## src/design/rpa_pkg.sv

```systemverilog
`timescale 1ns / 1ps
package rpa_pkg;
	localparam int PAGE_W  = 20;
	localparam int ZPAGE_W = 11;
	localparam int STAT_W  = 3;
	localparam int OUT_REF_W = 8;
	localparam int TOTAL_W = 12;
	localparam int CFG_IDX_W = 2;
	localparam int CFG_DATA_W = 20;

	localparam logic [1:0] OP_ALLOC = 2'd0;
	localparam logic [1:0] OP_INCR  = 2'd1;
	localparam logic [1:0] OP_DECR  = 2'd2;
	localparam logic [1:0] OP_READ  = 2'd3;

	localparam logic [2:0] ST_OK       = 3'd0;
	localparam logic [2:0] ST_NOMEM    = 3'd1;
	localparam logic [2:0] ST_INVALID  = 3'd2;
	localparam logic [2:0] ST_NOTUSED  = 3'd3;
	localparam logic [2:0] ST_OVERFLOW = 3'd4;

	localparam logic [1:0] CFG_Z0_BASE  = 2'd0;
	localparam logic [1:0] CFG_Z0_PAGES = 2'd1;
	localparam logic [1:0] CFG_Z1_BASE  = 2'd2;
	localparam logic [1:0] CFG_Z1_PAGES = 2'd3;

	typedef struct packed {
		logic [STAT_W-1:0]    status;
		logic [PAGE_W-1:0]    result_page;
		logic [OUT_REF_W-1:0] ref_count;
		logic                 page_freed;
		logic [TOTAL_W-1:0]   free_total;
	} res_t;
endpackage

```

## src/design/rpa_req_if.sv

```systemverilog
`timescale 1ns / 1ps
interface rpa_req_if;
	logic                      valid;
	logic                      ready;
	logic [1:0]                opcode;
	logic [rpa_pkg::PAGE_W-1:0] page;
	modport source (output valid, opcode, page, input ready);
	modport sink (input valid, opcode, page, output ready);
endinterface

```

## src/design/rpa_front.sv

```systemverilog
`timescale 1ns / 1ps
// accepts request beats, locates the owning zone and queues classified items
module rpa_front #(
	parameter int ZONES = 2,
	parameter int PAGES_PER_ZONE = 1024,
	parameter int OFF_W = 10,
	parameter int ZI_W = 1
) (
	input  logic                        clk,
	input  logic                        arst_n,
	input  logic                        flush,
	rpa_req_if.sink                     req,
	input  logic [rpa_pkg::PAGE_W-1:0]  zbase [2],
	input  logic [rpa_pkg::ZPAGE_W-1:0] zpages [2],
	output logic                        q_valid,
	input  logic                        q_pop,
	output logic [1:0]                  q_op,
	output logic [rpa_pkg::PAGE_W-1:0]  q_page,
	output logic                        q_hit,
	output logic [ZI_W-1:0]             q_zone,
	output logic [OFF_W-1:0]            q_off
);
	localparam int ENT_W = 2 + rpa_pkg::PAGE_W + 1 + ZI_W + OFF_W;

	logic [ENT_W-1:0] fifo_q [2];
	logic             wp_q, rp_q;
	logic [1:0]       cnt_q;
	logic             hit;
	logic [ZI_W-1:0]  zone;
	logic [OFF_W-1:0] off;
	logic             push;

	// zone lookup, zone zero wins on overlap
	always_comb begin
		logic [rpa_pkg::PAGE_W:0] diff;
		logic [rpa_pkg::ZPAGE_W:0] n;
		hit = 1'b0;
		zone = '0;
		off = '0;
		for (int z = 1; z >= 0; z--) begin
			n = (int'(zpages[z]) > PAGES_PER_ZONE) ?
				(rpa_pkg::ZPAGE_W+1)'(PAGES_PER_ZONE) : {1'b0, zpages[z]};
			diff = {1'b0, req.page} - {1'b0, zbase[z]};
			if (z < ZONES && n != '0 && !diff[rpa_pkg::PAGE_W] &&
			    diff < (rpa_pkg::PAGE_W+1)'(n)) begin
				hit = 1'b1;
				zone = ZI_W'(z);
				off = diff[OFF_W-1:0];
			end
		end
	end

	assign req.ready = (cnt_q != 2'd2) && !flush;
	assign push = req.valid && req.ready;

	// two-entry queue
	always_ff @(posedge clk) begin
		if (push) fifo_q[wp_q] <= {req.opcode, req.page, hit, zone, off};
	end

	always_ff @(posedge clk or negedge arst_n) begin
		if (!arst_n) begin
			wp_q <= 1'b0;
			rp_q <= 1'b0;
			cnt_q <= '0;
		end else if (flush) begin
			wp_q <= 1'b0;
			rp_q <= 1'b0;
			cnt_q <= '0;
		end else begin
			if (push) wp_q <= ~wp_q;
			if (q_pop) rp_q <= ~rp_q;
			cnt_q <= cnt_q + 2'(push) - 2'(q_pop);
		end
	end

	assign q_valid = cnt_q != '0;
	assign {q_op, q_page, q_hit, q_zone, q_off} = fifo_q[rp_q];

`ifndef SYNTHESIS
	a_no_overflow: assert property (@(posedge clk) disable iff (!arst_n)
		cnt_q != 2'd3) else $error("queue count out of range");
	a_pop_valid: assert property (@(posedge clk) disable iff (!arst_n)
		q_pop |-> q_valid) else $error("pop from empty queue");
	a_full_stall: assert property (@(posedge clk) disable iff (!arst_n)
		cnt_q == 2'd2 |-> !req.ready) else $error("ready while queue full");
`endif
endmodule

```

## src/flat_wrapper.sv

```systemverilog
// flat-port wrapper written by rule: the top's interface ports become plain ports
module rpa_front_flat 
#(
	parameter int ZONES = 2,
	parameter int PAGES_PER_ZONE = 1024,
	parameter int OFF_W = 10,
	parameter int ZI_W = 1
)
  (clk, arst_n, flush, zbase, zpages, q_valid, q_pop, q_op, q_page, q_hit, q_zone, q_off, req_valid, req_opcode, req_page, req_ready);
  rpa_req_if req_i ();
  input  logic clk;
  input  logic arst_n;
  input  logic flush;
  input  logic [rpa_pkg::PAGE_W-1:0] zbase[2];
  input  logic [rpa_pkg::ZPAGE_W-1:0] zpages[2];
  output logic q_valid;
  input  logic q_pop;
  output logic [1:0] q_op;
  output logic [rpa_pkg::PAGE_W-1:0] q_page;
  output logic q_hit;
  output logic [ZI_W-1:0] q_zone;
  output logic [OFF_W-1:0] q_off;
  input wire logic [$bits(req_i.valid)-1:0] req_valid;
  input wire logic [$bits(req_i.opcode)-1:0] req_opcode;
  input wire logic [$bits(req_i.page)-1:0] req_page;
  output wire logic [$bits(req_i.ready)-1:0] req_ready;
  assign req_i.valid = req_valid;
  assign req_i.opcode = req_opcode;
  assign req_i.page = req_page;
  assign req_ready = req_i.ready;
  rpa_front #(.ZONES(ZONES), .PAGES_PER_ZONE(PAGES_PER_ZONE), .OFF_W(OFF_W), .ZI_W(ZI_W)) u_core (.clk(clk), .arst_n(arst_n), .flush(flush), .req(req_i), .zbase(zbase), .zpages(zpages), .q_valid(q_valid), .q_pop(q_pop), .q_op(q_op), .q_page(q_page), .q_hit(q_hit), .q_zone(q_zone), .q_off(q_off));
endmodule
```

## config.mk

```make
export PLATFORM = sky130hd
export DESIGN_NAME = rpa_front_flat
export DESIGN_NICKNAME = d
export VERILOG_FILES = /design/src/design/rpa_pkg.sv /design/src/design/rpa_req_if.sv /design/src/design/rpa_front.sv /design/src/flat_wrapper.sv
export SDC_FILE = /design/constraint.sdc
export NUM_CORES = 1
export LEC_CHECK = 0
export BUFFER_PORTS_ARGS = -buffer_cell sky130_fd_sc_hd__buf_2
export CAP_MARGIN = 20
export CELL_PAD_IN_SITES_DETAIL_PLACEMENT = 1
export CELL_PAD_IN_SITES_GLOBAL_PLACEMENT = 1
export CORE_ASPECT_RATIO = 1.75
export CORE_MARGIN = 1
export CORE_UTILIZATION = 43
export DETAILED_ROUTE_END_ITERATION = 10
export GPL_TIMING_DRIVEN = 0
export HOLD_SLACK_MARGIN = 0.02
export PLACE_DENSITY_LB_ADDON = 0.2
export SYNTH_ARGS = -nofsm -noshare
export SYNTH_HDL_FRONTEND = slang
export SYNTH_SLANG_ARGS = --single-unit
export TNS_END_PERCENT = 5
```

## constraint.sdc

```tcl
create_clock -name clk -period 2.75 [get_ports clk]
set_input_delay 0.275 -clock clk [delete_from_list [all_inputs] [get_ports clk]]
set_output_delay 0.275 -clock clk [all_outputs]
set_load 0.01 [all_outputs]
```

==> run summary, run 1 <==
The run finished, with violations left. The checks that failed: setup timing. The number of top-level pins is 125. Setup repair after global routing could not meet its margin everywhere. The distinct cell type count of the synthesized netlist is 72. The area after detailed placement is 6760 um^2. The headroom to the max-slew limit is 35.6%. The total number of placement rows came out at 55. The type of the worst setup path is in2reg. The reg2reg setup slack came out at 0.93 ns. For the worst setup path, the data arrival time is 4.27 ns. The TritonCTS clock tree is done. The area enclosed by the die boundary came out at 13900 um^2.

The cell sitting at the root of the clock tree is a sky130_fd_sc_hd__clkbuf_16. The number of buffers on the longest clock path came out at 2. The synthesized netlist devotes 19.1% of its cell area to compound gates. The routed wire length came out at 17600 um. The global-route wire length before repair is 26900 um. After synthesis, the mean cell area works out to 10.1 um^2. The number of remaining DRC errors is 0. The number of nets at the end of the flow came out at 865. The number of iterations in the first detailed-routing pass came out at 4. After Yosys synthesis, XOR and XNOR cells account for 3.66% of the synthesized area. The post-synthesis share of cell area spent on full adders, half adders and majority gates is 14.2%. In this run the remaining antenna-violating nets after routing total 0. The total via count after detailed routing came out at 5003. In the post-route analysis, the smallest setup slack over all paths is -1.37 ns. The width of the die is 89.4 um. The post-detailed-route via-to-cell ratio came out at 5.64. The largest net degree at the start of global routing came out at 35. The met2 wire length came out at 9560 um. The setup-violating endpoint count in the final report came out at 24. The most used flip-flop cell after synthesis is sky130_fd_sc_hd__edfxtp_1. The worst hold-check slack came out at 0.140 ns.

The Yosys step of the flow raised 0 warnings. After synthesis, the largest family of logic cells by area is compound AO/OA/AOI/OAI gates. The analysis attributes to cell leakage a power of 3.16 nW.

Timing would allow up to 243 MHz. The wire length on met1 came out at 6240 um. The placeable core region came out at 13000 um^2. The number of antenna violations at the first check in global routing came out at 0. The floorplan step set the die height to 155 um.

The share of the yosys chip area belonging to registers came out at 37.3%. The flip-flop and latch count after synthesis came out at 72. The share of final-layout standard cells stronger than drive strength 1 is 31.1%. The proportion of synthesized area in mux cells is 7.38%.

The hold violation count in the final report came out at 0. The mapped cell area came out at 5750 um^2. The starting utilization of the core area came out at 44.2%.

The path class of the tightest hold or removal check is in2reg. Power spread over the standard cell area amounts to 512 nW/um^2. When the netlist entered floorplanning its net count stood at 724. Detailed routing placed a total of 736 um of wire on met3. The critical-path maximum fanout came out at 9.

The routability-driven placement congestion ratio came out at 0.848. The largest clock skew in the final design is 0.00421 ns. The number of pins with negative max-slew slack in the final report came out at 0. The number of antenna diodes is 0.

The number of global-route vias before repair is 5503. The combined global-route utilization of all metal layers came out at 26.1%. Summing the areas of all and, or, nand and nor instances in the mapped netlist gives 12.5% of the synthesized area. The maximum VDD drop is 0.000340 V.

The transition time of the tightest slew-check pin came out at 0.954 ns. The post-DP HPWL came out at 14300 um. For this block, the initial DRC count from the detailed router was 157. Clock-pin slew was measured on the worst setup and hold paths at 0.05 ns. The cell count after synthesis came out at 571. The number of buffers created by CTS came out at 9. STA classifies the critical path endpoint as a flip-flop. Signal routing reaches up to met4. The H-tree was split into 3 levels. The number of flops mapped to enable cells by yosys came out at 68. The latest clock arrival within the worst-skew pair came out at 0.33 ns.

The global-route congestion overflow total came out at 0. At the worst endpoint, the required time is 2.90 ns. For the final routed database, the setup TNS stands at -31.21 ns. Max-cap violations in this run came to 0. The number of port buffers came out at 124. The async set or reset register ratio after synthesis came out at 5.56%. The routed length per instance came out at 19.8 um. The layout-stage area growth over the synthesis result came out at 25.0%. After layout, the minimum clock period comes to 4.12 ns. The summed area of non-filler cells in the final layout is 7180 um^2. The number of sinks handled by clock tree synthesis came out at 72. The launching element type of the critical path is an input port. The final worst-path cycle share is 150%.
state kept, by name (all words and copies together) (netlist names):
name and flops:
u_core.cnt_q 2, u_core.fifo_q 68, u_core.rp_q 1, u_core.wp_q 1
synth_stat cells, drive strengths merged, types with 3 or more instances:
cell type | instances | area (um^2)
a211oi | 7 | 52.6
a21boi | 3 | 22.5
a21o | 13 | 97.6
a21oi | 41 | 205
a31o | 3 | 26.3
a31oi | 4 | 25.0
and3 | 5 | 32.5
buf | 6 | 31.3
clkbuf | 10 | 37.5
dfrtp | 4 | 100
edfxtp | 68 | 2040
ha | 62 | 776
inv | 64 | 240
mux2 | 35 | 394
mux2i | 3 | 30.0
nand2 | 45 | 169
nand2b | 6 | 37.5
nand3 | 9 | 45.0
nand4 | 13 | 81.3
nor2 | 22 | 82.6
nor2b | 8 | 50.1
nor3 | 3 | 15.0
nor3b | 3 | 22.5
nor4 | 8 | 56.3
o2111ai | 5 | 43.8
o211ai | 3 | 22.5
o21a | 7 | 52.6
o21ai | 22 | 110
o21bai | 6 | 45.0
o221ai | 3 | 32.5
o31a | 3 | 27.5
o31ai | 12 | 125
or3 | 4 | 25.0
xnor2 | 17 | 149
xor2 | 7 | 61.3
report_power, final:
| part | switching, W | total (W) | internal (W) |
|---|---|---|---|
| Combinational | 0.000715 | 0.00126 | 0.000540 |
| Clock | 0.000429 | 0.00112 | 0.000693 |
| Sequential | 0.0000225 | 0.00130 | 0.00128 |
metal layers:
layer / up-vias / track usage, %
met1: 2388 / 24.7
met5: - / 0
met4: 0 / 15.4
met3: 49 / 4.24
met2: 144 / 50.2
li1: 2422 / -
area by class of cell:
class | instances | area [um^2]
inverters | 64 | 245
clock inverters | 4 | 46.3
fillers | 1470 | 5820
clock buffers | 11 | 233
flip-flops and latches | 72 | 2140
well taps | 171 | 214
multi-input cells | 418 | 3460
repair buffers | 130 | 693
plain buffers | 17 | 145
cell usage in the layout, fill, tap and decap left out, types with 5 or more instances in the layout:
cell type	netlist	layout
sky130_fd_sc_hd__nand2b_1	6	6
sky130_fd_sc_hd__mux2_2	35	35
sky130_fd_sc_hd__clkbuf_1	10	10
sky130_fd_sc_hd__buf_2	1	122
sky130_fd_sc_hd__nor4_1	7	7
sky130_fd_sc_hd__a21oi_1	41	36
sky130_fd_sc_hd__nand4_1	13	13
sky130_fd_sc_hd__edfxtp_1	68	68
sky130_fd_sc_hd__o21a_1	7	7
sky130_fd_sc_hd__nor2_1	22	21
sky130_fd_sc_hd__o2111ai_1	5	5
sky130_fd_sc_hd__o31ai_4	0	7
sky130_fd_sc_hd__o21ai_0	22	18
sky130_fd_sc_hd__a21oi_2	0	5
sky130_fd_sc_hd__ha_1	62	57
sky130_fd_sc_hd__xnor2_1	17	16
sky130_fd_sc_hd__nand3_1	9	9
sky130_fd_sc_hd__inv_1	64	63
sky130_fd_sc_hd__a21o_1	13	13
sky130_fd_sc_hd__a211oi_1	7	7
sky130_fd_sc_hd__o31ai_1	5	5
sky130_fd_sc_hd__nor2b_1	8	6
sky130_fd_sc_hd__buf_4	0	5
sky130_fd_sc_hd__clkbuf_16	0	9
sky130_fd_sc_hd__o21bai_1	6	6
sky130_fd_sc_hd__xor2_1	7	6
sky130_fd_sc_hd__nand2_1	45	44
critical path, cell delays in order:
cell,delay (ns)
sky130_fd_sc_hd__buf_4,0.15
sky130_fd_sc_hd__ha_1,0.28
sky130_fd_sc_hd__nor2b_2,0.16
sky130_fd_sc_hd__o21ai_2,0.11
sky130_fd_sc_hd__nand2b_1,0.10
sky130_fd_sc_hd__a21o_1,0.23
sky130_fd_sc_hd__a21oi_2,0.14
sky130_fd_sc_hd__o21ai_1,0.08
sky130_fd_sc_hd__xnor2_1,0.22
sky130_fd_sc_hd__inv_1,0.08
sky130_fd_sc_hd__ha_2,0.18
sky130_fd_sc_hd__a21oi_2,0.13
sky130_fd_sc_hd__o21ai_1,0.08
sky130_fd_sc_hd__or4_1,0.39
sky130_fd_sc_hd__a2111o_1,0.33
sky130_fd_sc_hd__nor4_2,0.15
sky130_fd_sc_hd__o2111ai_1,0.14
sky130_fd_sc_hd__or4_4,0.58
sky130_fd_sc_hd__buf_12,0.19
sky130_fd_sc_hd__o31ai_4,0.27
stage by stage:
stage | std cells | util, % | setup slack [ns] | total power, W
6_report | 887 | 55.2 | -1.37 | 0.00368
5_1_grt | 887 | 55.2 | -1.54 | 0.00386
4_1_cts | 886 | 54.8 | -1.41 | 0.00368
3_5_place_dp | 867 | 51.9 | -2.38 | 0.00253
3_3_place_gp | 866 | 51.7 | -2.19 | 0.00247
2_1_floorplan | 571 | - | -1.23 | 0.00212
worst paths after layout:
| check | start | cells past startpoint | end |
|---|---|---|---|
| max in group asynchronous | arst_n | 2 | u_core.cnt_q[0] |
| min | req_page[0] | 1 | u_core.fifo_q[1][12] |
| min reg2reg | u_core.wp_q | 1 | u_core.wp_q |
| max reg2reg | u_core.cnt_q[1] | 2 | u_core.fifo_q[1][8] |
| min in group asynchronous | arst_n | 2 | u_core.rp_q |
| max | req_page[1] | 20 | u_core.fifo_q[0][1] |
kinds of logic (layout without fill, tap and decap cells):
family | after synthesis | after routing
AO/OA/AOI/OAI | 154 | 154
buffers and inverters | 81 | 226
multiplexers | 38 | 38
XOR/XNOR | 24 | 24
adder cells (fa/ha/maj) | 64 | 64
flip-flops | 72 | 72
AND/OR/NAND/NOR | 138 | 138
repair_timing:
| action | CTS | global route |
|---|---|---|
| endpoints found under the setup margin | 24 | 24 |
| endpoints found under the hold margin | 4 | 0 |
| buffers inserted | 3 | 1 |
| resized for setup | 18 | 11 |
| gates cloned | 0 | 0 |
| hold buffers | 1 | 0 |
| pin swaps | 4 | 4 |
No activity file was read; power rests on OpenSTA's default activity.
==> run 2, diff against run 1 <==
--- a/config.mk
+++ b/config.mk
@@ -7,11 +7,9 @@
 export LEC_CHECK = 0
 export BUFFER_PORTS_ARGS = -buffer_cell sky130_fd_sc_hd__buf_2
 export CAP_MARGIN = 20
-export CELL_PAD_IN_SITES_DETAIL_PLACEMENT = 1
-export CELL_PAD_IN_SITES_GLOBAL_PLACEMENT = 1
 export CORE_ASPECT_RATIO = 1.75
 export CORE_MARGIN = 1
-export CORE_UTILIZATION = 43
+export CORE_UTILIZATION = 51
 export DETAILED_ROUTE_END_ITERATION = 10
 export GPL_TIMING_DRIVEN = 0
 export HOLD_SLACK_MARGIN = 0.02
==> run 2 against run 1 <==
Effect of this change:
- largest cell class unchanged
- core utilization up 9.6 points
- clock power is 30% higher
- sequential share of layout area grew 0.13 points
- non-clock buffer count decreased by 2
- die area is 15% lower
- hold slack got worse by 0.011 ns
- critical path depth fell by 1
- cell count down 4.5%
- sequential cell count unchanged
- fmax is 0.33% higher
- global-route usage is 0.69 points higher
- the run still ends with setup timing left
- register-to-register slack got worse by 0.03 ns
==> run summary, run 2 (synthesis gave the netlist of run 1 again) <==
The run finished, with violations left. The final reports fail on setup timing. Compared with the post-synthesis result, the final layout area differs by 24.4%. The number of buffers created by CTS is 9. The routed wire length is 15300 um. The largest net degree at the start of global routing is 35. With fillers left out, the area of the finished cells amounts to 7150 um^2.

In this run the vertical extent of the chip is 142 um. The area after detailed placement came out at 6710 um^2. The count of nets left with antenna violations once routing finished came out at 0. Counting flops per register, the top entry is u_core.fifo_q. In the final layout, the multi-input gates occupy 3430 um^2. The number of sinks handled by clock tree synthesis came out at 72. In this run the tool buffered the top-level ports with 124 buffer cells. In the layout the commonest cells are 122 x sky130_fd_sc_hd__buf_2, 68 x sky130_fd_sc_hd__edfxtp_1, 63 x sky130_fd_sc_hd__inv_1. STA classifies the critical path startpoint as an input port. The number of global-route vias before repair is 4913.

After detailed routing, the average wire length per cell comes to 18.0 um. Setup slack on the critical path of the routed design comes to -1.35 ns. The flip-flop count of the largest register, all copies and words added is 68.

The TritonCTS clock tree is done. The placeable core region is 11000 um^2. Setup repair after global routing could not meet its margin everywhere.

The total via count after detailed routing is 4968. The global-route wire length before repair is 23300 um. The number of fillers in the final layout came out at 924. The power density over cell area is 554 nW/um^2.

The hold violation count in the final report is 0. The number of maximum-capacitance violations is 0. The H-tree generated during clock tree synthesis spans 3 levels. Measured against its own limit, the worst slew margin works out to 40.1%.

The transition time of the tightest slew-check pin is 0.898 ns. From left edge to right edge, the die measures 82.3 um. 0 antenna diodes ended up in the layout. The signal on the critical path passes through buf_6, inv_4, ha_4, fa_2, nor2b_4, o311a_1, o31a_1, nor2_1, xnor2_1, ha_1, a21oi_2, o21ai_1, or4_1, a2111o_1, nor4_2, o2111ai_1, or4_4, buf_12, o31ai_4.

The clock-pin slew of the registers on the worst-case setup and hold paths came out at 0.06 ns. The combined global-route utilization of all metal layers is 26.8%. The analysis attributes to cell leakage a power of 3.17 nW. STA classifies the critical path endpoint as a flip-flop. The final worst-path cycle share came out at 149%. In this design, the stage delay of the slowest critical-path cell is 0.59 ns. Registers take 2140 um^2. The total number of placement rows is 51.

The final total negative setup slack is -31.17 ns. The largest registers in the layout are u_core.fifo_q (68), u_core.cnt_q (2). In the routed design, unresolved DRC markers number 0. The post-detailed-route via-to-cell ratio came out at 5.87. The post-DP HPWL is 12200 um. The number of nets at the end of the flow is 863. The slowest stage of the critical path belongs to the cell sky130_fd_sc_hd__or4_4. The worst hold path belongs to the class in2reg. For the worst-skew pair, the clock arrives at the later sink with an insertion delay of 0.34 ns. Clock tree synthesis selected as its root buffer the cell sky130_fd_sc_hd__clkbuf_16. The area enclosed by the die boundary came out at 11700 um^2. Data on the critical path arrives at its endpoint at 4.27 ns. The share of final-layout standard cells stronger than drive strength 1 is 30.3%. The completed layout was analyzed and its total power is 0.00397 W. OpenSTA, run right after detailed placement, puts the worst setup slack at -2.03 ns. The critical path is of the in2reg type. IR analysis of the VDD net gives a maximum drop of 0.000435 V. The number of antenna violations at the first check in global routing was 0. The starting utilization of the core area came out at 52.1%. The number of pins with negative max-slew slack in the final report was 0. The number of cells on the worst reg-to-reg path is 2. The routability-driven placement congestion ratio is 0.906. The number of buffers on the longest clock path came out at 2. Setup violations remaining at the end of the flow were counted as 24. The core utilization of the finished layout came out at 64.8%. The number of DRC markers after the initial detailed-route iteration is 232.

The critical-path maximum fanout is 10. The final critical-path required period came out at 4.10 ns. For this run the aggregate overflow at the end of global routing stands at 0. During I/O placement, the number of pins put on the boundary was 125.

The largest clock skew in the final design is 0.00581 ns. Leaving out fill and tap cells, the most frequent cell in the layout is sky130_fd_sc_hd__buf_2. The depth of the worst hold-timing path is 1. The critical path data required time came out at 2.92 ns. The number of iterations in the first detailed-routing pass is 5. The highest achievable clock rate is 244 MHz.
==> run 2: cell count changes in the layout (fill, tap and decap cells not counted), moves of 2 or more <==
cell,change
sky130_fd_sc_hd__a21oi_1,+2
sky130_fd_sc_hd__buf_6,+2
sky130_fd_sc_hd__bufinv_16,+3
sky130_fd_sc_hd__buf_4,-2
sky130_fd_sc_hd__a21oi_2,-2
==> run 2: layer usage <==
layer / GRT usage (%) / share of wire (%) / vias to the layer above
met5: 0 / 0 / -
met2: 50.0 / 54 / 168
met3: 3.33 / 4.1 / 39
met4: 15.2 / 4.9 / 0
li1: - / - / 2426
met1: 27.5 / 37 / 2335
==> run 2: stage by stage <==
| step | hold WS (ns) | std cells |
|---|---|---|
| 2_1_floorplan | -0.0206 | 571 |
| 3_3_place_gp | 0.0853 | 827 |
| 3_5_place_dp | 0.0896 | 828 |
| 4_1_cts | 0.128 | 846 |
| 5_1_grt | 0.129 | 847 |
| 6_report | 0.129 | 847 |
==> run 2: worst paths after layout <==
path / startpoint / to / slack, ns
min in group asynchronous: arst_n / u_core.cnt_q[0] / 0.27
worst max register to register: u_core.cnt_q[1] / u_core.fifo_q[1][17] / 0.90
worst max-delay path: req_page[0] / u_core.fifo_q[0][1] / -1.35
max in group asynchronous: arst_n / u_core.cnt_q[1] / 2.36
worst min register to register: u_core.wp_q / u_core.wp_q / 0.58
worst min-delay path: req_page[0] / u_core.fifo_q[1][12] / 0.13
==> run 2: layout make-up <==
| class | instances | area share, % |
|---|---|---|
| multi-input cells | 418 | 47.9 |
| flip-flops and latches | 72 | 29.9 |
| repair buffers | 128 | 9.43 |
| clock buffers | 11 | 3.39 |
| inverters | 64 | 3.39 |
| well taps | 132 | 2.31 |
| clock inverters | 5 | 1.80 |
| plain buffers | 17 | 1.78 |
==> run 2: what timing repair did <==
item	CTS	global route
hold buffers	1	0
endpoints found under the hold margin	4	0
endpoints found under the setup margin	24	24
resized for setup	10	5
buffers inserted	1	1
pin swaps	4	4
==> run 2: worst max-delay path: cells and delay by family <==
kind	cells	cell delay [ns]
buf+inv	3	0.34
xor+xnor	1	0.10
simple gates	5	1.35
compound gates	7	1.50
fa+ha+maj	3	0.69
==> run 2: power by group <==
group / switching, W / internal, W / total, W
clock network: 0.000458 / 0.00100 / 0.00146
registers: 0.0000212 / 0.00128 / 0.00130
logic: 0.000673 / 0.000530 / 0.00120
==> run 3, diff against run 2 <==
--- a/config.mk
+++ b/config.mk
@@ -5,6 +5,7 @@
 export SDC_FILE = /design/constraint.sdc
 export NUM_CORES = 1
 export LEC_CHECK = 0
+export ABC_AREA = 1
 export BUFFER_PORTS_ARGS = -buffer_cell sky130_fd_sc_hd__buf_2
 export CAP_MARGIN = 20
 export CORE_ASPECT_RATIO = 1.75
==> run 3 against run 2 <==
Effect of this change:
- the flow still finishes with violations (setup timing)
- global-route usage is 0.51 points lower
- routed wire length rose by 11%
- die area rose by 7.2%
- clock-buffer cell count is 1 lower
- synthesized cell count increased by 43%
- fmax rose by 45%
- total power is 0.35% lower
- sequential share of layout area down 3.1 points
- largest cell class unchanged
- largest power group is now combinational cells
==> run summary, run 3 <==
The run finished, with violations left. The final reports fail on setup timing. The proportion of synthesized area in mux cells is 6.20%. The power density over cell area came out at 496 nW/um^2. In the routed layout, each cell is associated on average with a via count of 5.32. The path with the worst hold slack has its endpoint at u_core.fifo_q[0][32].

The number of buffers on the longest clock path came out at 2. The final worst setup slack came out at -0.0847 ns. The number of fillers in the final layout came out at 990. Along the worst hold path, the cell count comes to 1. The number of cells on the worst reg-to-reg path came out at 4. The mapped cell area came out at 6170 um^2.

The number of antenna diodes is 0. In this design, the stage delay of the slowest critical-path cell is 0.38 ns. After synthesis, the most frequently instantiated cells are 251 x sky130_fd_sc_hd__nand2_1, 145 x sky130_fd_sc_hd__inv_1, 70 x sky130_fd_sc_hd__nor2_1. The transition time of the tightest slew-check pin came out at 0.799 ns. For flop-to-flop paths, the worst setup slack is 0.96 ns. The type of the worst setup path is in2reg. The number of maximum-capacitance violations came out at 0.

The number of antenna violations at the first check in global routing was 0. Sequential cells were found to cover 34.7% of the synthesized design area. The largest net degree at the start of global routing came out at 23. The number of DRC markers after the initial detailed-route iteration is 273. The die is 148 um tall.

The kind of cell with the highest combined delay along the critical path is simple AND/OR/NAND/NOR gates. The kind of end point of the critical path is a flip-flop. The remaining antenna violation count is 0. The launching element type of the critical path is an input port.

The share of the synthesized area in compound gates (AO/OA/AOI/OAI) came out at 5.78%. The net count after synthesis came out at 972. Of the total synthesized cell area, the portion taken by full adders, half adders and majority gates is 13.2%. After synthesis the netlist holds a flip-flop and latch count of 72. The largest registers in the layout are u_core.fifo_q (68), u_core.cnt_q (2). The largest clock skew in the final design is 0.00451 ns.

The class of the worst hold path is in2reg. The largest total area in the synthesized netlist belongs to sky130_fd_sc_hd__edfxtp_1. The hold violation count in the final report came to 0. The number of flops mapped to enable cells by yosys came out at 68. The number of buffers created by CTS came out at 9. The global-route wire length before repair is 25400 um. The number of pins with negative max-slew slack in the final report came out at 0. In this run the critical register-to-register path is captured at u_core.fifo_q[0][17].

The combined area of the multi-input logic cells came out at 3870 um^2. STA puts the critical path data required time at 2.96 ns. Timing would allow up to 353 MHz. The number of iterations in the first detailed-routing pass is 6.

The number of H-tree branching levels is 3. The width of the die came out at 85.2 um. Ranked by total cell area, the synthesized netlist is headed by sky130_fd_sc_hd__edfxtp_1 33%, sky130_fd_sc_hd__nand2_1 15%, sky130_fd_sc_hd__ha_1 13%.

CTS placed an instance of sky130_fd_sc_hd__clkbuf_16 at the clock tree root. The number of remaining DRC errors came out at 0. Wires add up to 16900 um. Summed over all layers, the global routing overflow is 0. The register with the most flip-flops in the final layout is u_core.fifo_q. After detailed routing, the average wire length per cell comes to 15.1 um.

The share of final-layout standard cells stronger than drive strength 1 is 29.3%. The distinct cell type count of the synthesized netlist is 31. On the critical path, the stage with the largest delay is an instance of sky130_fd_sc_hd__fa_2. The critical path contains buffers and inverters numbering 6 combined.

The critical-path maximum fanout came out at 5. The number of warning messages in the yosys log came out at 0. The maximum VDD drop came out at 0.000286 V.

After clock tree synthesis, the clock-pin slew on the worst setup and hold paths is 0.06 ns. The design draws 0.00395 W. Routability-driven placement finished with a final weighted congestion of 0.945. The most common library cell in the layout ignoring fill and taps is sky130_fd_sc_hd__nand2_1. After synthesis, the largest family of logic cells by area is simple AND/OR/NAND/NOR gates. Setup violations remaining at the end of the flow were counted as 22. The most frequently used flop master after synthesis is sky130_fd_sc_hd__edfxtp_1. The count of buffers added on input and output ports is 124.

The layout-stage area growth over the synthesis result is 29.2%. The starting utilization of the core area came out at 53.0%. The combined global-route utilization of all metal layers is 26.3%. Setup repair after global routing could not meet its margin everywhere.

Synthesis handed over a netlist of 819 instances. Of the post-synthesis cell area, the dominant cell type holds 33.1%. By instance count, the leading cell after synthesis is sky130_fd_sc_hd__nand2_1. After layout, the minimum clock period comes to 2.83 ns. The critical path starts at req_page[0]. Summed over all cells, the static leakage comes to 4.00 nW. The async set or reset register ratio after synthesis is 5.56%. The number of global-route vias before repair is 5806.

The worst hold path begins at req_opcode[0]. Traced cell by cell, the critical path runs through buf_8, inv_8, ha_4, fa_2, inv_2, nand2_2, nand3_4, inv_2, o21bai_4, xor2_1, ha_1, a21oi_2, nand2_1, inv_1, nand2_1, nor2_1, nand3_1, nor2_1, nand2_2, nor2_4, buf_6, nand3_4, nand2_4. Of the total synthesized cell area, the portion taken by AND, OR, NAND and NOR gates is 27.7%. The worst hold-check slack came out at 0.122 ns. The data arrival time of the worst path is 3.04 ns. The mean instance size in the synthesized netlist is 7.54 um^2. After Yosys synthesis, XOR and XNOR cells account for 2.84% of the synthesized area.

TritonCTS built the clock tree. The area of all sequential standard cells is 2140 um^2. The worst pin sits at a relative slew slack of 46.7%.

OpenSTA, run right after detailed placement, puts the worst setup slack at -0.780 ns. The final route contains 5947 vias. The latest clock arrival within the worst-skew pair is 0.34 ns. The number of nets at the end of the flow is 1131. The number of sinks handled by clock tree synthesis is 72. The post-DP HPWL came out at 13100 um.

The worst register-to-register path begins at u_core.cnt_q[1]. After floorplanning, the core was sized to cover 11600 um^2. The register with the most flip-flops in the layout has 68 of them. The number of top-level pins came out at 125. The final worst-path cycle share came out at 103%. The die covers 12600 um^2.

The library cells used most frequently in the layout, excluding fill and tap cells, are 229 x sky130_fd_sc_hd__nand2_1, 140 x sky130_fd_sc_hd__inv_1, 122 x sky130_fd_sc_hd__buf_2. The floorplan has 52 rows.
run 3: cell types whose count changed after synthesis, sizes merged, moves of 8 or more:
cell   previous run  this run
nor2b             8         0
nor2             22        72
inv              64       147
a21o             13         0
nand3             9        65
o31ai            12         0
xnor2            17         4
xor2              7        16
nand2            45       253
run 3: worst max-delay path by stage:
stage / cells past startpoint / slack (ns) / endpoint
3_5_place_dp: 24 / -0.78 / u_core.fifo_q[1][5]
4_1_cts: 24 / -0.18 / u_core.fifo_q[0][5]
3_3_place_gp: 24 / -0.74 / u_core.fifo_q[1][5]
6_report: 23 / -0.08 / u_core.fifo_q[0][2]
2_1_floorplan: 23 / -0.05 / u_core.fifo_q[0][3]
5_1_grt: 20 / -0.27 / u_core.fifo_q[1][6]
run 3: kinds of logic after synthesis:
family / Yosys count
adder cells (fa/ha/maj): 64
buffers and inverters: 155
flip-flops: 72
AND/OR/NAND/NOR: 412
XOR/XNOR: 20
multiplexers: 34
AO/OA/AOI/OAI: 62
run 3: power by group:
group / internal [W] / switching (W) / leakage (nW)
clock: 0.000798 / 0.000461 / 0.153
combinational: 0.000581 / 0.000810 / 3.16
sequential: 0.00128 / 0.0000214 / 0.686
total: 0.00266 / 0.00129 / 4.00
run 3: through the flow:
stage,std cells,util [%],TNS (ns),cell area [um^2]
after floorplan,819,-,-0.947,6180
after global placement,1078,59.8,-64.12,6970
after detailed placement,1080,60.4,-17.11,7040
after CTS,1102,64.6,-3.30,7520
after global routing,1118,68.5,-5.75,7980
final,1118,68.5,-1.24,7980
run 3: layout make-up:
class / count / share of cell area (%)
Timing Repair Buffer: 148 / 10.8
Multi-Input combinational cell: 592 / 48.5
Tap cell: 135 / 2.12
Sequential cell: 72 / 26.9
Clock buffer: 10 / 2.87
Inverter: 147 / 7.01
Buffer: 8 / 0.659
Clock inverter: 6 / 1.18
run 3: worst reg2reg max path, stage by stage (launching register included):
cell and delay [ns]:
sky130_fd_sc_hd__dfrtp_1 0.40, sky130_fd_sc_hd__a21oi_1 0.18, sky130_fd_sc_hd__nand2_1 0.20, sky130_fd_sc_hd__nor2_4 0.45, sky130_fd_sc_hd__buf_16 0.24
run 3: routing by layer:
metal	part of all wire [%]	track usage (%)
met5	0	0
met4	4.3	13.9
met3	3.7	3.35
met2	56	53.3
met1	36	24.6
run 3: timing repair:
action	CTS	global route
hold buffers	1	0
pin swaps	18	36
hold endpoints to repair	4	0
gates cloned	1	1
gates resized for setup	33	73
setup buffers	4	15
endpoints found under the setup margin	24	24
